<file path="src/design/pnsra_pkg.sv">
`default_nettype none
// ----------------------------------------------------------------------------
// pnsra_pkg
// Shared constants, types and helpers of the stencil row assembler.
// ----------------------------------------------------------------------------
package pnsra_pkg;

  localparam int MAX_NODES = 4096;
  localparam int SLOTS     = 6;
  localparam int DEPTH     = MAX_NODES * SLOTS;
  localparam int ADDR_W    = $clog2(DEPTH);
  localparam int NODE_W    = 12;
  localparam int DIR_W     = 3;
  localparam int PERM_W    = 32;
  localparam int VALUE_W   = 37;
  localparam int SUM_W     = PERM_W + 1;

  localparam logic FUNC_LOAD     = 1'b0;
  localparam logic FUNC_ASSEMBLE = 1'b1;

  localparam logic MODE_2D = 1'b0;
  localparam logic MODE_3D = 1'b1;

  // controller -> datapath
  typedef struct packed {
    logic accept;
    logic start;
    logic cap_own;
    logic sel_far;
    logic emit_dir;
    logic emit_diag;
  } cmd_t;

  // datapath -> controller
  typedef struct packed {
    logic asm_go;
    logic last_dir;
    logic out_free;
  } status_t;

  function automatic logic [DIR_W-1:0] opposite_dir(input logic [DIR_W-1:0] d);
    logic [DIR_W-1:0] o;
    case (d)
      3'd0:    o = 3'd2;
      3'd1:    o = 3'd3;
      3'd2:    o = 3'd0;
      3'd3:    o = 3'd1;
      3'd4:    o = 3'd5;
      3'd5:    o = 3'd4;
      default: o = 3'd0;
    endcase
    return o;
  endfunction

  function automatic logic [ADDR_W-1:0] slot_addr(input logic [NODE_W-1:0] n,
                                                  input logic [DIR_W-1:0] d);
    return ADDR_W'(32'(n) * SLOTS + 32'(d));
  endfunction

  function automatic logic node_ok(input logic [NODE_W-1:0] n);
    return 32'(n) < MAX_NODES;
  endfunction

endpackage
`default_nettype wire

</file>
<file path="src/design/pnsra_ctrl.sv">
`default_nettype none
// ----------------------------------------------------------------------------
// pnsra_ctrl
// Sequencer: per direction read own slot, capture, read far slot, emit; then emit the diagonal.
// ----------------------------------------------------------------------------
module pnsra_ctrl (
  input  wire logic              clk,
  input  wire logic              rst,
  input  wire logic              s_tvalid,
  output logic                   s_tready,
  input  wire pnsra_pkg::status_t status,
  output pnsra_pkg::cmd_t        cmd
);

  localparam logic [2:0] S_IDLE = 3'd0;
  localparam logic [2:0] S_OWN  = 3'd1;
  localparam logic [2:0] S_CAP  = 3'd2;
  localparam logic [2:0] S_FAR  = 3'd3;
  localparam logic [2:0] S_EMIT = 3'd4;
  localparam logic [2:0] S_DIAG = 3'd5;

  logic [2:0] state;
  logic [2:0] state_next;

  always_ff @(posedge clk) begin
    if (rst) begin
      state <= S_IDLE;
    end else begin
      state <= state_next;
    end
  end

  always_comb begin
    state_next = state;
    cmd        = '0;
    s_tready   = 1'b0;
    unique case (state)
      S_IDLE: begin
        s_tready   = 1'b1;
        cmd.accept = s_tvalid;
        if (s_tvalid && status.asm_go) begin
          cmd.start  = 1'b1;
          state_next = S_OWN;
        end
      end
      S_OWN: begin
        state_next = S_CAP;
      end
      S_CAP: begin
        cmd.cap_own = 1'b1;
        state_next  = S_FAR;
      end
      S_FAR: begin
        cmd.sel_far = 1'b1;
        state_next  = S_EMIT;
      end
      S_EMIT: begin
        cmd.sel_far = 1'b1;
        if (status.out_free) begin
          cmd.emit_dir = 1'b1;
          state_next   = status.last_dir ? S_DIAG : S_OWN;
        end
      end
      S_DIAG: begin
        if (status.out_free) begin
          cmd.emit_diag = 1'b1;
          state_next    = S_IDLE;
        end
      end
      default: begin
        state_next = S_IDLE;
      end
    endcase
  end

  a_start_from_idle: assert property (@(posedge clk) disable iff (rst)
    cmd.start |=> state == S_OWN)
    else $error("assemble start did not enter read sequence");

  a_emit_needs_room: assert property (@(posedge clk) disable iff (rst)
    (cmd.emit_dir || cmd.emit_diag) |-> status.out_free)
    else $error("entry emitted into a full output register");

  a_busy_not_ready: assert property (@(posedge clk) disable iff (rst)
    (state == S_EMIT || state == S_DIAG) |-> !s_tready)
    else $error("input ready while a row is in progress");

endmodule
`default_nettype wire

</file>
<file path="config.mk">
export PLATFORM = sky130hd
export DESIGN_NAME = pnsra_ctrl
export DESIGN_NICKNAME = d
export VERILOG_FILES = /design/src/design/pnsra_pkg.sv /design/src/design/pnsra_ctrl.sv
export SDC_FILE = /design/constraint.sdc
export NUM_CORES = 1
export LEC_CHECK = 0
export BUFFER_PORTS_ARGS = -buffer_cell sky130_fd_sc_hd__buf_2
export CAP_MARGIN = 30
export CORE_AREA = 2 2 39 41
export CTS_CLUSTER_DIAMETER = 150
export CTS_CLUSTER_SIZE = 24
export DETAILED_ROUTE_END_ITERATION = 10
export DIE_AREA = 0 0 41 43
export GPL_ROUTABILITY_DRIVEN = 0
export PLACE_DENSITY_LB_ADDON = 0.2
export SLEW_MARGIN = 5
export SYNTH_ARGS = -nofsm -noshare
export SYNTH_HDL_FRONTEND = slang
export SYNTH_SLANG_ARGS = --single-unit
</file>
<file path="constraint.sdc">
create_clock -name clk -period 2.9 [get_ports clk]
set_clock_uncertainty 0.1 [all_clocks]
set_input_delay 0.725 -clock clk [delete_from_list [all_inputs] [get_ports clk]]
set_output_delay 0.725 -clock clk [all_outputs]
set_load 0.02 [all_outputs]
</file>
# Word-level counts from Yosys, hierarchy flattened

Cells that the tools add are included.

Register bits: 3
Bits in latches: 0
RAM bits: 0
ROM bits: 0
Input bits: 6
Output and inout port bits: 7
Logic and storage cells: 26
Memories kept: 0

Add/subtract/negate cells: 0
Multiply operators: 0
Divide/modulo/power cells: 0
$lt $le $gt $ge: 0
Equal/unequal tests: 8
Shift-type cells: 0
Mux-type cells: 13
Bitwise operators: 0
Reductions and logical operators: 4

Operator list:

| kind               | number |
|---|---|
| $pmux 3 s6         | 1 |
| $mux 3             | 4 |
| $mux 1             | 7 |
| $eq 3x2->1 const B | 2 |
| $eq 3x3->1 const B | 2 |
| $ne 2x2->1 const B | 3 |
| $eq 3x1->1 const B | 1 |
| $logic_not 3->1    | 1 |
| $reduce_and 3->1   | 1 |
| $mux 2             | 1 |
| $reduce_or 2->1    | 1 |
| $logic_and 1x1->1  | 1 |

# Longest topological paths before layout

Depth in word-level cells: 3
Gate-level depth with buffers: 4
Depth with buffers taken out: 3

# Worst setup path after synthesis

OpenSTA, ideal clock, no wires.

Path kind: flip-flop to output port
Start point: register state[0]
End point: output port cmd[4] in the netlist's numbering
Arrival time: 1339 ps
Data required time: 2075 ps
Path slack: 736 ps
Cell stages (with the launch flop): 4
Buffers on the path: 1
Cells stage by stage: dfxtp_1 > buf_6 > nor3_1 > and3_1

RTL lines:

| element                | line             | RTL |
|---|---|---|
| start, declared        | pnsra_ctrl.sv:22 | `logic [2:0] state;` |
| start signal, assigned | pnsra_ctrl.sv:29 | `state <= state_next;` |
| end, declared          | pnsra_ctrl.sv:12 | `output pnsra_pkg::cmd_t cmd` |

==> results.yml <==
setup_path:
  cp_slowest_cell: "dfxtp_1"
  slowest_delay_ps: 420
  startpoint: "state[1]$_SDFFE_PP0P_"
  critical_path_class: "reg -> out"
  crit_path_start_kind: "flip-flop"
  crit_fanout: 6
  r2r-start: "state[0]$_SDFFE_PP0P_"
  crit_chain: "and2b_1, and3_2, buf_2"
  cp.arrival_ps: 1250
  end_kind: "primary output"
  worstPathRequired_ps: 2080
finish:
  stdcell_count: 56
  layout_commonest_cell: "buf_2"
  fill_cells: 172
  reg.largest.list: "state x3"
  drive_above_1_share: 0.425
  fin_area_um2: 293
  largest_register_ffs: 3
  final_cell_mix: "buf_2 (12), nor3_1 (3), a21oi_1 (3), clkbuf_4 (3), dfxtp_1 (3)"
  antennaDiodeCount: 0
  area_delta_synth_final_pct: 48.1
  largest-register: "state"
  nNetsFinal: 47
synthesis:
  netlist_instances: 25
  mappedNetlistArea_um2: 198
  ys_warn_count: 0
  yosysSeqAreaShare: 0.304
  syn-num-nets: 31
  syn_area_per_cell_um2: 7.91
  synth_seq_cells: 3
  synth_cell_types: 17
clock_tree:
  cts-buffers-inserted: 3
  ctsRootBufferMaster: "clkbuf_4"
  clkLatencyLatePin_ps: 230
  post_cts_buffers: 0
  cts_hold_buf: 0
  ctsResizeCount: 0
  cts_tree: "done"
  clk_pin_slew_ps: 40
  max-clock-path-buffers: 2
  cts_sinks: 3
  htree_num_levels: 1
grt:
  gr-usage-met2: 0.0844
  use_met3: 0.0471
  grt-ovfl-total: 0
  antenna_found_initial: 0
  top_usage_layer: "met1"
  grt_pass1_vias: 206
  grt_pass1_wl_um: 800
  use_met1: 0.0868
  grt_max_degree: 11
  track_usage: 0.0723
place:
  place_inst: 52
  post-place-ws_ps: 850
  io_buffers: 12
  hpwl_um: 374
  placedInstanceArea_um2: 267
timing:
  worst_pin_slew_ps: 334
  setup_ws_ps: 820
  relSlewSlack: 0.777
  rsz0062_at_grt: "no"
  fin_crit_sh: 0.717
  hold_viol: 0
  setup_viol_count_final: 0
  finalSetupTns_ps: 0
  slew_violations: 0
  fin_crit_ps: 2080
  clock.fmax_ghz: 0.481
pwr:
  power.share.clock: 0.446
  power.switching_mw: 0.0485
  swShare: 0.298
  p_leak_nw: 0.146
  seqPwrFrac: 0.317
  internal_power_mw: 0.114
  powerDensity_nw_per_um2: 555
  p_comb_frac: 0.238
  ir_drop_v: 0.000137
floorplan:
  core_area_um2: 1380
  die_y_um: 43
  fp.dieW_um: 41
  dieArea_um2: 1760
  initial_utilization: 0.143
  pin_count: 13
  rows: 14
drt:
  vias: 222
  drtIter0Drc: 1
  finalWirelength_um: 480
  via_per_inst: 3.96
  detail-route-antenna-nets: 0
  firstDrtPassIters: 2
  post_drt_wl_per_cell_um: 8.57
  drcViolationCount: 0
worst_hold_path:
  min_from: "state[2]$_SDFFE_PP0P_"
  hold_path_class: "reg -> reg"
outcome:
  status: "finished, final reports clean"
run:
  cap_viol_max_count: 0
[worst paths after layout]
kind                                              end  slack [ps]  cells after the start
worst max register to register  state[2]$_SDFFE_PP0P_        1690                      3
worst min-delay path            state[1]$_SDFFE_PP0P_         420                      1
worst max-delay path                           cmd[0]         820                      3
worst min register to register  state[1]$_SDFFE_PP0P_         420                      1
[synth_stat cells]
| master | n | area share |
|---|---|---|
| xor2_1 | 1 | 0.044 |
| xnor2_1 | 1 | 0.044 |
| a21oi_1 | 3 | 0.076 |
| and2b_2 | 1 | 0.044 |
| nor3_1 | 3 | 0.076 |
| o21ai_0 | 2 | 0.051 |
| and2b_1 | 1 | 0.038 |
| dfxtp_1 | 3 | 0.30 |
| and2_1 | 1 | 0.032 |
| and3_1 | 1 | 0.032 |
| nor3b_1 | 1 | 0.038 |
| nand3b_1 | 1 | 0.038 |
| or3_1 | 1 | 0.032 |
| nand2_1 | 1 | 0.019 |
| and3_2 | 1 | 0.038 |
| buf_6 | 1 | 0.057 |
| inv_1 | 2 | 0.038 |
[critical path, delay by kind of cell, from the launching register on]
family / cells / cell delay [ps]
buffers and inverters: 1 / 150
DFF: 1 / 420
and+or+nand+nor: 2 / 450
[layer usage]
layer / part of all wire / vias to the layer above
met1: 0.45 / 98
met4: 0 / 0
met2: 0.49 / 8
met3: 0.063 / 0
met5: 0 / -
li1: - / 116
[stage by stage]
step	power, mW	hold slack, ps	util
floorplan	0.0793	366	-
global placement	0.0922	431	0.193
detailed placement	0.0913	424	0.193
CTS	0.168	430	0.212
global route	0.178	452	0.212
finish	0.163	419	0.212
[cells by family after synthesis]
logic type,after synthesis,share of synthesized area
AO/OA/AOI/OAI,5,0.127
XOR/XNOR,2,0.0886
buffers and inverters,3,0.0949
flip-flops,3,0.304
AND/OR/NAND/NOR,12,0.386
[power by group through the flow]
stage | clock, mW | combinational, mW | sequential, mW
2_1_floorplan | 0 | 0.0312 | 0.0481
3_3_place_gp | 0 | 0.0398 | 0.0525
3_5_place_dp | 0 | 0.0391 | 0.0522
4_1_cts | 0.0770 | 0.0392 | 0.0517
5_1_grt | 0.0820 | 0.0431 | 0.0529
6_report | 0.0724 | 0.0386 | 0.0515
[cell type report]
type	count	area, µm²	share of cell area
well taps	16	20.0	0.0684
repair buffers	12	60.1	0.205
inverters	2	7.51	0.0256
clock buffers	4	26.3	0.0897
multi-input cells	19	119	0.406
flip-flops and latches	3	60.1	0.205
Power figures use the tool's default switching activity.
